--- config.mk ---
export PLATFORM = sky130hd
export DESIGN_NAME = person_track_association_table_core
export DESIGN_NICKNAME = d
export VERILOG_FILES = /design/src/rtl/core/ptat_pkg.sv /design/src/rtl/core/person_track_association_table_core.sv /design/src/rtl/core/ptat_ram.sv /design/src/rtl/core/ptat_crowd.sv
export SDC_FILE = /design/constraint.sdc
export NUM_CORES = 2
export LEC_CHECK = 0
export ABC_AREA = 1
export BUFFER_PORTS_ARGS = -buffer_cell sky130_fd_sc_hd__clkbuf_2
export CORE_MARGIN = 8
export CORE_UTILIZATION = 30
export DETAILED_ROUTE_END_ITERATION = 8
export PLACE_DENSITY = 0.5
export SYNTH_ARGS = -nofsm -noshare
export SYNTH_HDL_FRONTEND = slang
export SYNTH_SLANG_ARGS = --single-unit
--- constraint.sdc ---
create_clock -name clk -period 17.4 [get_ports clk]
set_input_delay 1.74 -clock clk [delete_from_list [all_inputs] [get_ports clk]]
set_output_delay 1.74 -clock clk [all_outputs]
set_load 0.02 [all_outputs]
--- src/rtl/core/ptat_pkg.sv ---
`default_nettype none
package ptat_pkg;

  // item operation codes
  localparam logic [1:0] OP_OBS   = 2'd0;
  localparam logic [1:0] OP_EOF   = 2'd1;
  localparam logic [1:0] OP_CLEAR = 2'd2;

  // configuration register indexes
  localparam logic [2:0] REG_CROWD_LIMIT = 3'd0;
  localparam logic [2:0] REG_CROWD_NUMER = 3'd1;
  localparam logic [2:0] REG_LOOSE_DIST  = 3'd2;
  localparam logic [2:0] REG_TIGHT_DIST  = 3'd3;
  localparam logic [2:0] REG_COLOR_LIMIT = 3'd4;

  localparam int PADDR_W = 5;

  // register reset values
  localparam logic [23:0] CROWD_LIMIT_RST = 24'd13107;
  localparam logic [15:0] CROWD_NUMER_RST = 16'd500;
  localparam logic [29:0] LOOSE_DIST_RST  = 30'd10000;
  localparam logic [29:0] TIGHT_DIST_RST  = 30'd2500;
  localparam logic [17:0] COLOR_LIMIT_RST = 18'd300;

  localparam logic [23:0] SCORE_MAX = 24'hFFFFFF;

  typedef struct packed {
    logic [1:0]         op;
    logic signed [15:0] obs_x;
    logic signed [15:0] obs_y;
    logic signed [15:0] obs_z;
    logic [7:0]         obs_red;
    logic [7:0]         obs_green;
    logic [7:0]         obs_blue;
    logic [15:0]        box_x;
    logic [15:0]        box_y;
    logic [15:0]        box_z;
  } item_t;

  typedef struct packed {
    logic [15:0] track_id;
    logic        is_new;
    logic [4:0]  match_count;
    logic [4:0]  removed_count;
    logic [4:0]  live_tracks;
    logic        table_full;
  } result_t;

  // stored track fields except the id
  typedef struct packed {
    logic [15:0] x;
    logic [15:0] y;
    logic [15:0] z;
    logic [7:0]  r;
    logic [7:0]  g;
    logic [7:0]  b;
    logic [15:0] bx;
    logic [15:0] by;
    logic [15:0] bz;
  } track_rec_t;

  localparam int REC_W = $bits(track_rec_t);

endpackage
`default_nettype wire

--- src/rtl/core/person_track_association_table_core.sv ---
`default_nettype none
// channel   | signals                          | transfer when
// item      | item_valid, item_ready, item     | item_valid && item_ready
// result    | result_valid, result_ready, result | result_valid && result_ready
// config    | psel penable pwrite paddr pwdata | psel && penable && pwrite
//
// an observation scans the table twice; on the first scan a live track that
// differs from the observation in x and z also runs the crowd unit (17 root
// steps and 32 divide steps), and the second scan checks each track for a match.
// end of frame compacts the table in one pass over the live tracks;
// an empty frame end, a clear or an unknown op goes straight to the result.
// reset is synchronous and empties the table; no memory sweep is needed.
// a new item is taken while the previous result waits to be read.
module person_track_association_table_core #(
  parameter int MAX_TRACKS = 16,
  parameter int ID_BITS    = 16
) (
  input  wire logic                     clk,
  input  wire logic                     rst,
  input  wire logic                     item_valid,
  output logic                          item_ready,
  input  wire ptat_pkg::item_t          item,
  output logic                          result_valid,
  input  wire logic                     result_ready,
  output ptat_pkg::result_t             result,
  input  wire logic                     psel,
  input  wire logic                     penable,
  input  wire logic                     pwrite,
  input  wire logic [ptat_pkg::PADDR_W-1:0] paddr,
  input  wire logic [31:0]              pwdata,
  output logic [31:0]                   prdata,
  output logic                          pready
);
  import ptat_pkg::*;

  localparam int AW = (MAX_TRACKS > 1) ? $clog2(MAX_TRACKS) : 1;
  localparam int CW = $clog2(MAX_TRACKS + 1);
  localparam int RW = REC_W + ID_BITS;
  localparam logic [CW-1:0] MAX_CNT = CW'(MAX_TRACKS);

  localparam logic [3:0] S_IDLE   = 4'd0;
  localparam logic [3:0] S_P1_RD  = 4'd1;
  localparam logic [3:0] S_P1_SUB = 4'd2;
  localparam logic [3:0] S_P1_SQ  = 4'd3;
  localparam logic [3:0] S_P1_GO  = 4'd4;
  localparam logic [3:0] S_P1_WT  = 4'd5;
  localparam logic [3:0] S_P2_RD  = 4'd6;
  localparam logic [3:0] S_P2_SUB = 4'd7;
  localparam logic [3:0] S_P2_SQ  = 4'd8;
  localparam logic [3:0] S_P2_HIT = 4'd9;
  localparam logic [3:0] S_ADD    = 4'd10;
  localparam logic [3:0] S_EF_RD  = 4'd11;
  localparam logic [3:0] S_EF_CHK = 4'd12;
  localparam logic [3:0] S_DONE   = 4'd13;

  // configuration registers
  logic [23:0] crowd_limit;
  logic [15:0] crowd_numerator;
  logic [29:0] loose_dist_sq;
  logic [29:0] tight_dist_sq;
  logic [17:0] color_dist_limit;

  // block state
  logic [3:0]            state;
  logic [CW-1:0]         live;
  logic [MAX_TRACKS-1:0] seen;
  logic [ID_BITS-1:0]    next_ident;
  logic                  frame_had_obs;

  // per item working registers
  item_t                 cur;
  logic [AW-1:0]         idx;
  logic [CW-1:0]         kept;
  logic [23:0]           score;
  logic                  loose;
  logic                  found;
  logic [ID_BITS-1:0]    tid;
  logic                  is_new;
  logic [CW-1:0]         mcount;
  logic [CW-1:0]         rcount;
  logic                  full;
  logic signed [16:0]    dx;
  logic signed [16:0]    dz;
  logic signed [8:0]     er;
  logic signed [8:0]     eg;
  logic signed [8:0]     eb;
  logic                  nz;
  logic [ID_BITS-1:0]    rec_ident;
  logic [32:0]           d2;
  logic [17:0]           c2;

  // memory port
  logic                  we;
  logic [AW-1:0]         waddr;
  logic [RW-1:0]         wdata;
  logic [RW-1:0]         rdata;
  track_rec_t            rd_rec;
  track_rec_t            obs_rec;

  // crowd term unit
  logic                  crowd_start;
  logic                  crowd_done;
  logic [31:0]           crowd_term;

  // helper terms
  logic signed [33:0]    sqx;
  logic signed [33:0]    sqz;
  logic signed [17:0]    sqr;
  logic signed [17:0]    sqg;
  logic signed [17:0]    sqb;
  logic [CW-1:0]         idx_ext;
  logic                  last;
  logic                  hit;
  logic [32:0]           score_sum;
  logic [CW-1:0]         kept_next;
  logic [ID_BITS+15:0]   tid_ext;
  logic                  cfg_we;

  ptat_ram #(.WIDTH(RW), .DEPTH(MAX_TRACKS)) u_ram (
    .clk   (clk),
    .we    (we),
    .waddr (waddr),
    .wdata (wdata),
    .raddr (idx),
    .rdata (rdata)
  );

  ptat_crowd u_crowd (
    .clk   (clk),
    .rst   (rst),
    .start (crowd_start),
    .d2    (d2),
    .numer (crowd_numerator),
    .done  (crowd_done),
    .term  (crowd_term)
  );

  // configuration access
  assign pready = 1'b1;
  assign cfg_we = psel && penable && pwrite;

  always_comb begin
    case (paddr[4:2])
      REG_CROWD_LIMIT: prdata = {8'd0, crowd_limit};
      REG_CROWD_NUMER: prdata = {16'd0, crowd_numerator};
      REG_LOOSE_DIST:  prdata = {2'd0, loose_dist_sq};
      REG_TIGHT_DIST:  prdata = {2'd0, tight_dist_sq};
      REG_COLOR_LIMIT: prdata = {14'd0, color_dist_limit};
      default:         prdata = '0;
    endcase
  end

  always_ff @(posedge clk) begin
    if (rst) begin
      crowd_limit      <= CROWD_LIMIT_RST;
      crowd_numerator  <= CROWD_NUMER_RST;
      loose_dist_sq    <= LOOSE_DIST_RST;
      tight_dist_sq    <= TIGHT_DIST_RST;
      color_dist_limit <= COLOR_LIMIT_RST;
    end else if (cfg_we) begin
      case (paddr[4:2])
        REG_CROWD_LIMIT: crowd_limit      <= pwdata[23:0];
        REG_CROWD_NUMER: crowd_numerator  <= pwdata[15:0];
        REG_LOOSE_DIST:  loose_dist_sq    <= pwdata[29:0];
        REG_TIGHT_DIST:  tight_dist_sq    <= pwdata[29:0];
        REG_COLOR_LIMIT: color_dist_limit <= pwdata[17:0];
        default: ;
      endcase
    end
  end

  // combinational helpers
  always_comb begin
    rd_rec      = track_rec_t'(rdata[REC_W-1:0]);
    obs_rec     = '{x: cur.obs_x, y: cur.obs_y, z: cur.obs_z,
                    r: cur.obs_red, g: cur.obs_green, b: cur.obs_blue,
                    bx: cur.box_x, by: cur.box_y, bz: cur.box_z};
    sqx         = dx * dx;
    sqz         = dz * dz;
    sqr         = er * er;
    sqg         = eg * eg;
    sqb         = eb * eb;
    idx_ext     = CW'(idx);
    last        = (idx_ext + CW'(1)) == live;
    hit         = loose ? (d2 < {3'd0, loose_dist_sq})
                        : ((d2 < {3'd0, tight_dist_sq}) && (c2 < color_dist_limit));
    score_sum   = {9'd0, score} + {1'b0, crowd_term};
    kept_next   = seen[idx] ? kept + CW'(1) : kept;
    crowd_start = (state == S_P1_GO) && nz;
    item_ready  = (state == S_IDLE);
    tid_ext     = {16'd0, tid};
    we          = 1'b0;
    waddr       = idx;
    wdata       = {rec_ident, obs_rec};
    case (state)
      S_P2_HIT: we = hit;
      S_ADD: begin
        we    = !found && (live < MAX_CNT);
        waddr = live[AW-1:0];
        wdata = {next_ident, obs_rec};
      end
      S_EF_CHK: begin
        we    = seen[idx];
        waddr = kept[AW-1:0];
        wdata = rdata;
      end
      default: ;
    endcase
  end

  // sequencer
  always_ff @(posedge clk) begin
    if (rst) begin
      state         <= S_IDLE;
      live          <= '0;
      seen          <= '0;
      next_ident    <= '0;
      frame_had_obs <= 1'b0;
      result_valid  <= 1'b0;
    end else begin
      if (result_valid && result_ready) begin
        result_valid <= 1'b0;
      end
      case (state)
        S_IDLE: begin
          if (item_valid) begin
            cur    <= item;
            idx    <= '0;
            kept   <= '0;
            score  <= '0;
            found  <= 1'b0;
            tid    <= '0;
            is_new <= 1'b0;
            mcount <= '0;
            rcount <= '0;
            full   <= 1'b0;
            case (item.op)
              OP_OBS: begin
                frame_had_obs <= 1'b1;
                loose         <= 1'b1;
                state         <= (live == '0) ? S_ADD : S_P1_RD;
              end
              OP_EOF: begin
                frame_had_obs <= 1'b0;
                if (!frame_had_obs || live == '0) begin
                  rcount <= live;
                  live   <= '0;
                  seen   <= '0;
                  state  <= S_DONE;
                end else begin
                  state <= S_EF_RD;
                end
              end
              OP_CLEAR: begin
                frame_had_obs <= 1'b0;
                rcount        <= live;
                live          <= '0;
                seen          <= '0;
                state         <= S_DONE;
              end
              default: state <= S_DONE;
            endcase
          end
        end
        // crowd score scan
        S_P1_RD: state <= S_P1_SUB;
        S_P1_SUB: begin
          dx    <= {rd_rec.x[15], rd_rec.x} - {cur.obs_x[15], cur.obs_x};
          dz    <= {rd_rec.z[15], rd_rec.z} - {cur.obs_z[15], cur.obs_z};
          nz    <= (rd_rec.x != cur.obs_x) && (rd_rec.z != cur.obs_z);
          state <= S_P1_SQ;
        end
        S_P1_SQ: begin
          d2    <= {1'b0, sqx[31:0]} + {1'b0, sqz[31:0]};
          state <= S_P1_GO;
        end
        S_P1_GO: begin
          if (nz) begin
            state <= S_P1_WT;
          end else if (last) begin
            idx   <= '0;
            loose <= score < crowd_limit;
            state <= S_P2_RD;
          end else begin
            idx   <= idx + AW'(1);
            state <= S_P1_RD;
          end
        end
        S_P1_WT: begin
          if (crowd_done) begin
            if (score_sum > {9'd0, SCORE_MAX}) begin
              score <= SCORE_MAX;
              loose <= SCORE_MAX < crowd_limit;
            end else begin
              score <= score_sum[23:0];
              loose <= score_sum[23:0] < crowd_limit;
            end
            if (last) begin
              idx   <= '0;
              state <= S_P2_RD;
            end else begin
              idx   <= idx + AW'(1);
              state <= S_P1_RD;
            end
          end
        end
        // matching scan
        S_P2_RD: state <= S_P2_SUB;
        S_P2_SUB: begin
          dx        <= {rd_rec.x[15], rd_rec.x} - {cur.obs_x[15], cur.obs_x};
          dz        <= {rd_rec.z[15], rd_rec.z} - {cur.obs_z[15], cur.obs_z};
          er        <= {1'b0, cur.obs_red} - {1'b0, rd_rec.r};
          eg        <= {1'b0, cur.obs_green} - {1'b0, rd_rec.g};
          eb        <= {1'b0, cur.obs_blue} - {1'b0, rd_rec.b};
          rec_ident <= rdata[RW-1:REC_W];
          state     <= S_P2_SQ;
        end
        S_P2_SQ: begin
          d2    <= {1'b0, sqx[31:0]} + {1'b0, sqz[31:0]};
          c2    <= {2'd0, sqr[15:0]} + {2'd0, sqg[15:0]} + {2'd0, sqb[15:0]};
          state <= S_P2_HIT;
        end
        S_P2_HIT: begin
          if (hit) begin
            seen[idx] <= 1'b1;
            found     <= 1'b1;
            mcount    <= mcount + CW'(1);
            if (!found) begin
              tid <= rec_ident;
            end
          end
          if (last) begin
            state <= S_ADD;
          end else begin
            idx   <= idx + AW'(1);
            state <= S_P2_RD;
          end
        end
        // append when nothing matched and the table has room, else flag it full
        S_ADD: begin
          if (!found) begin
            if (live < MAX_CNT) begin
              seen[live[AW-1:0]] <= 1'b1;
              live               <= live + CW'(1);
              tid                <= next_ident;
              is_new             <= 1'b1;
              next_ident         <= next_ident + ID_BITS'(1);
            end else begin
              full <= 1'b1;
            end
          end
          state <= S_DONE;
        end
        // end of frame compaction
        S_EF_RD: state <= S_EF_CHK;
        S_EF_CHK: begin
          kept <= kept_next;
          if (!seen[idx]) begin
            rcount <= rcount + CW'(1);
          end
          if (last) begin
            live  <= kept_next;
            seen  <= '0;
            state <= S_DONE;
          end else begin
            idx   <= idx + AW'(1);
            state <= S_EF_RD;
          end
        end
        S_DONE: begin
          if (!result_valid || result_ready) begin
            result_valid         <= 1'b1;
            result.track_id      <= tid_ext[15:0];
            result.is_new        <= is_new;
            result.match_count   <= 5'(mcount);
            result.removed_count <= 5'(rcount);
            result.live_tracks   <= 5'(live);
            result.table_full    <= full;
            state                <= S_IDLE;
          end
        end
        default: state <= S_IDLE;
      endcase
    end
  end
endmodule
`default_nettype wire

--- src/rtl/core/ptat_ram.sv ---
`default_nettype none
module ptat_ram #(
  parameter int WIDTH = 136,
  parameter int DEPTH = 16
) (
  input  wire logic                     clk,
  input  wire logic                     we,
  input  wire logic [$clog2(DEPTH)-1:0] waddr,
  input  wire logic [WIDTH-1:0]         wdata,
  input  wire logic [$clog2(DEPTH)-1:0] raddr,
  output logic [WIDTH-1:0]              rdata
);
  logic [WIDTH-1:0] mem [DEPTH];

  // one write port, registered read port
  always_ff @(posedge clk) begin
    if (we) begin
      mem[waddr] <= wdata;
    end
    rdata <= mem[raddr];
  end
endmodule
`default_nettype wire

--- src/rtl/core/ptat_crowd.sv ---
`default_nettype none
module ptat_crowd (
  input  wire logic        clk,
  input  wire logic        rst,
  input  wire logic        start,
  input  wire logic [32:0] d2,
  input  wire logic [15:0] numer,
  output logic             done,
  output logic [31:0]      term
);
  import ptat_pkg::*;

  localparam logic [1:0] C_IDLE = 2'd0;
  localparam logic [1:0] C_SQRT = 2'd1;
  localparam logic [1:0] C_DIV  = 2'd2;

  logic [1:0]  st;
  logic [4:0]  cnt;
  logic [33:0] rad;
  logic [18:0] srem;
  logic [16:0] root;
  logic [31:0] dvd;
  logic [16:0] drem;
  logic [18:0] s_try;
  logic [18:0] s_trial;
  logic [17:0] d_try;
  logic [16:0] divisor;

  // one root bit per cycle, then one quotient bit per cycle
  always_comb begin
    s_try   = {srem[16:0], rad[33:32]};
    s_trial = {root, 2'b01};
    divisor = (root == '0) ? 17'd1 : root;
    d_try   = {drem, dvd[31]};
  end

  always_ff @(posedge clk) begin
    if (rst) begin
      st   <= C_IDLE;
      done <= 1'b0;
      cnt  <= '0;
    end else begin
      done <= 1'b0;
      case (st)
        C_IDLE: begin
          if (start) begin
            rad  <= {1'b0, d2};
            srem <= '0;
            root <= '0;
            cnt  <= '0;
            st   <= C_SQRT;
          end
        end
        C_SQRT: begin
          rad <= {rad[31:0], 2'b00};
          if (s_try >= s_trial) begin
            srem <= s_try - s_trial;
            root <= {root[15:0], 1'b1};
          end else begin
            srem <= s_try;
            root <= {root[15:0], 1'b0};
          end
          if (cnt == 5'd16) begin
            cnt  <= '0;
            dvd  <= {numer, 16'd0};
            drem <= '0;
            st   <= C_DIV;
          end else begin
            cnt <= cnt + 5'd1;
          end
        end
        C_DIV: begin
          dvd <= {dvd[30:0], 1'b0};
          if (d_try >= {1'b0, divisor}) begin
            drem <= 17'(d_try - {1'b0, divisor});
            term <= {term[30:0], 1'b1};
          end else begin
            drem <= d_try[16:0];
            term <= {term[30:0], 1'b0};
          end
          if (cnt == 5'd31) begin
            done <= 1'b1;
            st   <= C_IDLE;
          end else begin
            cnt <= cnt + 5'd1;
          end
        end
        default: st <= C_IDLE;
      endcase
    end
  end
endmodule
`default_nettype wire

==> impl_metrics.py <==
metrics = {
    "yosys": {
        "yosys-top-cells-count": "1,732 x inv_1, 1,626 x nand2_1, 1,566 x edfxtp_1, 936 x o21ai_0, 916 x nor2_1",
        "yosysMostFrequentCell": "inv_1",
        "synth_cells": 10514,
        "yosysTopAreaCell": "edfxtp_1",
        "netlist.area_leader.share_pct": 44.0,
        "ys.flop_type": "edfxtp_1",
        "synth_area_um2": 107000,
        "ys_async_sr_fraction_pct": 0,
        "synth_edf_count": 1566,
        "avgSynthCellArea_um2": 10.2,
        "synthDistinctLibCells": 56,
        "synth_area_leaders": "edfxtp_1 44%, fa_1 13%, ha_1 6.8%, inv_1 6.1%, nand2_1 5.7%",
        "ys_warn_count": 0,
        "ys_seq_area_share_pct": 48.5,
        "synth-seq-cells": 1807,
    },
    "placement": {
        "dp.final_hpwl_um": 195000,
        "port_buffers": 162,
        "gp_congestion": 0.847,
    },
    "hold_path": {
        "min_path_cells": 0,
        "hold_path_end": "result[0]",
        "hp-start": "full",
        "hp-class": "reg -> reg",
    },
    "critical_path": {
        "slowest_stage": "edfxtp_1",
        "critPathTopFamily": "adder cells",
        "required_ns": 18.02,
        "reg2reg_to": "d2[27]",
        "end_kind": "flop",
        "cpMostUsedCell": "fa_1",
        "crit_type": "reg -> reg",
        "ff2ff_path_depth": 27,
        "worst-path-buf-inv": 5,
        "cp.arrival_ns": 8.90,
        "r2r-start": "dz[3]",
        "path_max_fanout": 19,
        "r2r_setup_slack_ns": 9.12,
        "cp-start-kind": "flop",
        "max_stage_delay_ns": 0.99,
    },
    "floorplan": {
        "die_h_um": 613,
        "floorplan.initialDensity_pct": 30.1,
        "rows": 219,
        "core_um2": 355000,
        "die-area_um2": 375000,
        "io_pins": 234,
        "fp.dieW_um": 613,
    },
    "sta": {
        "worst_slew_pin_slew_ns": 1.28,
        "finalSetupViolCount": 0,
        "fin_worst_skew_ns": 0.151,
        "finalCriticalPeriod_ns": 8.28,
        "finalCritPeriodShare_pct": 47.6,
        "max_freq_mhz": 121,
        "rsz0062_at_grt": "no",
        "final_hold_viol_count": 0,
        "final-max-slew-violation-count": 0,
        "tns_ns": 0,
        "slew_headroom_pct": 14.6,
    },
    "status": {
        "status": "complete, no violations",
    },
    "routing": {
        "via_per_inst": 4.66,
        "ant_nets": 0,
        "dr.pass1.iters": 5,
        "wl_per_cell_um": 19.1,
        "route.detailed.drc": 0,
        "drt_wl_total_um": 297000,
        "vias": 72497,
        "drt-initial-drc-count": 5239,
    },
    "clocking": {
        "htree_levels": 4,
        "hold_buffers": 0,
        "post_cts_buffers": 0,
        "cts_resized": 0,
        "root_buffer": "clkbuf_16",
        "clock_sinks": 1807,
        "clk_path_buf_depth": 4,
        "clkLatencyLatePin_ns": 0.94,
        "cts_buffers": 200,
        "clkSlewWorstSetupHoldPaths_ns": 0.07,
        "cts_tree": "yes",
    },
    "job": {
        "drv_cap": 0,
    },
    "global_routing": {
        "grt_pass1_wl_um": 449000,
        "grt_util_all_layers_pct": 15.4,
        "grt_max_degree": 222,
        "grt_overflow": 0,
        "first_global_vias": 72398,
        "antenna_found_initial": 27,
    },
    "cells_and_area": {
        "fillCellCount": 36438,
        "area_growth_pct": 12.3,
        "fin_nets": 12043,
        "drive_above_1_share_pct": 6.65,
    },
}
==> layout by cell type (no fill, tap or decap), types with 147 or more instances in the layout <==
cell type and count:
clkbuf_2 164, o22ai_1 327, nand3_1 147, xor2_1 201
nand2_1 1626, fa_1 688, edfxtp_1 1566, buf_4 157
clkbuf_16 205, inv_1 1729, nor2_1 897, ha_1 582
a21oi_1 499, dfxtp_1 241, o21ai_0 932
==> metrics by stage <==
step	instances	utilization [%]	setup WS (ns)	instance area, um2	hold slack [ns]
2_1_floorplan	10515	-	10.09	107000	0.400
3_3_place_gp	15155	31.9	9.20	113000	0.404
3_5_place_dp	15155	31.9	9.19	113000	0.405
4_1_cts	15526	33.8	9.15	120000	0.391
5_1_grt	15533	33.8	8.64	120000	0.394
6_report	15542	33.8	9.12	120000	0.378
==> worst reg2reg max path: stages (launching register included) <==
cell and delay [ns]:
edfxtp_1 0.99, nand2_1 0.25, inv_1 0.13, fa_1 0.57
fa_1 0.57, fa_1 0.45, fa_1 0.52, fa_1 0.53
inv_1 0.06, fa_1 0.47, inv_1 0.04, ha_1 0.41
nand2_1 0.15, inv_1 0.07, nand2_1 0.07, nor3_1 0.38
nand4_1 0.17, nand3_1 0.20, xor2_1 0.11, ha_1 0.43
nand2_1 0.10, nor2_1 0.11, inv_1 0.05, nor3_1 0.34
nand2_1 0.08, o21ai_0 0.41, a31oi_1 0.17, xnor2_1 0.17
==> logic make-up (layout without fill, tap and decap cells) <==
family	count (synthesis)	count (layout)	synth area share (%)
buffers and inverters	2179	2439	7.72
XOR/XNOR	313	313	2.57
AO/OA/AOI/OAI	1999	1999	10.4
adder cells (fa/ha/maj)	1271	1271	19.7
flip-flops	1807	1807	48.5
other	2	19	0.00703
AND/OR/NAND/NOR	2943	2943	11.1
==> routing by layer <==
layer / GRT usage [%] / share of wire (%) / up-vias
li1: - / - / 35088
met1: 20.3 / 44 / 35522
met2: 26.2 / 48 / 1446
met3: 1.82 / 4.4 / 435
met4: 5.72 / 4.0 / 6
met5: 0 / 0.014 / -
==> area by class of cell <==
| class | instances | area, um2 | share of cell area, % |
|---|---|---|---|
| Timing Repair Buffer | 322 | 2050 | 1.71 |
| Clock inverter | 125 | 1250 | 1.04 |
| Tap cell | 4751 | 5940 | 4.95 |
| Multi-Input combinational cell | 6529 | 47000 | 39.1 |
| Clock buffer | 246 | 5360 | 4.46 |
| Sequential cell | 1807 | 51800 | 43.2 |
| Antenna cell | 16 | 40.0 | 0.0334 |
| Inverter | 1746 | 6570 | 5.48 |
==> state kept, by name, indices dropped and copies added, names as in the netlist, 18 cells and up <==
signal / count
cur: 56
score: 24
u_ram.mem: 1152
tight_dist_sq: 30
d2: 33
c2: 18
u_crowd.term: 32
u_crowd.rad: 34
color_dist_limit: 18
loose_dist_sq: 30
crowd_limit: 24
result: 33
u_ram.rdata: 72
==> worst max path at each step <==
stage,start,end,slack (ns),cells past startpoint
2_1_floorplan,rst,u_crowd.rad[0],10.09,3
3_3_place_gp,dz[3],d2[27],9.20,27
3_5_place_dp,dz[3],d2[27],9.19,27
4_1_cts,dz[3],d2[27],9.15,27
5_1_grt,dz[3],d2[31],8.64,26
6_report,dz[3],d2[27],9.12,27
Power is left out: the tool's default activity adds up to more than one toggle a clock period on the data nets, which glitch-free logic cannot reach.
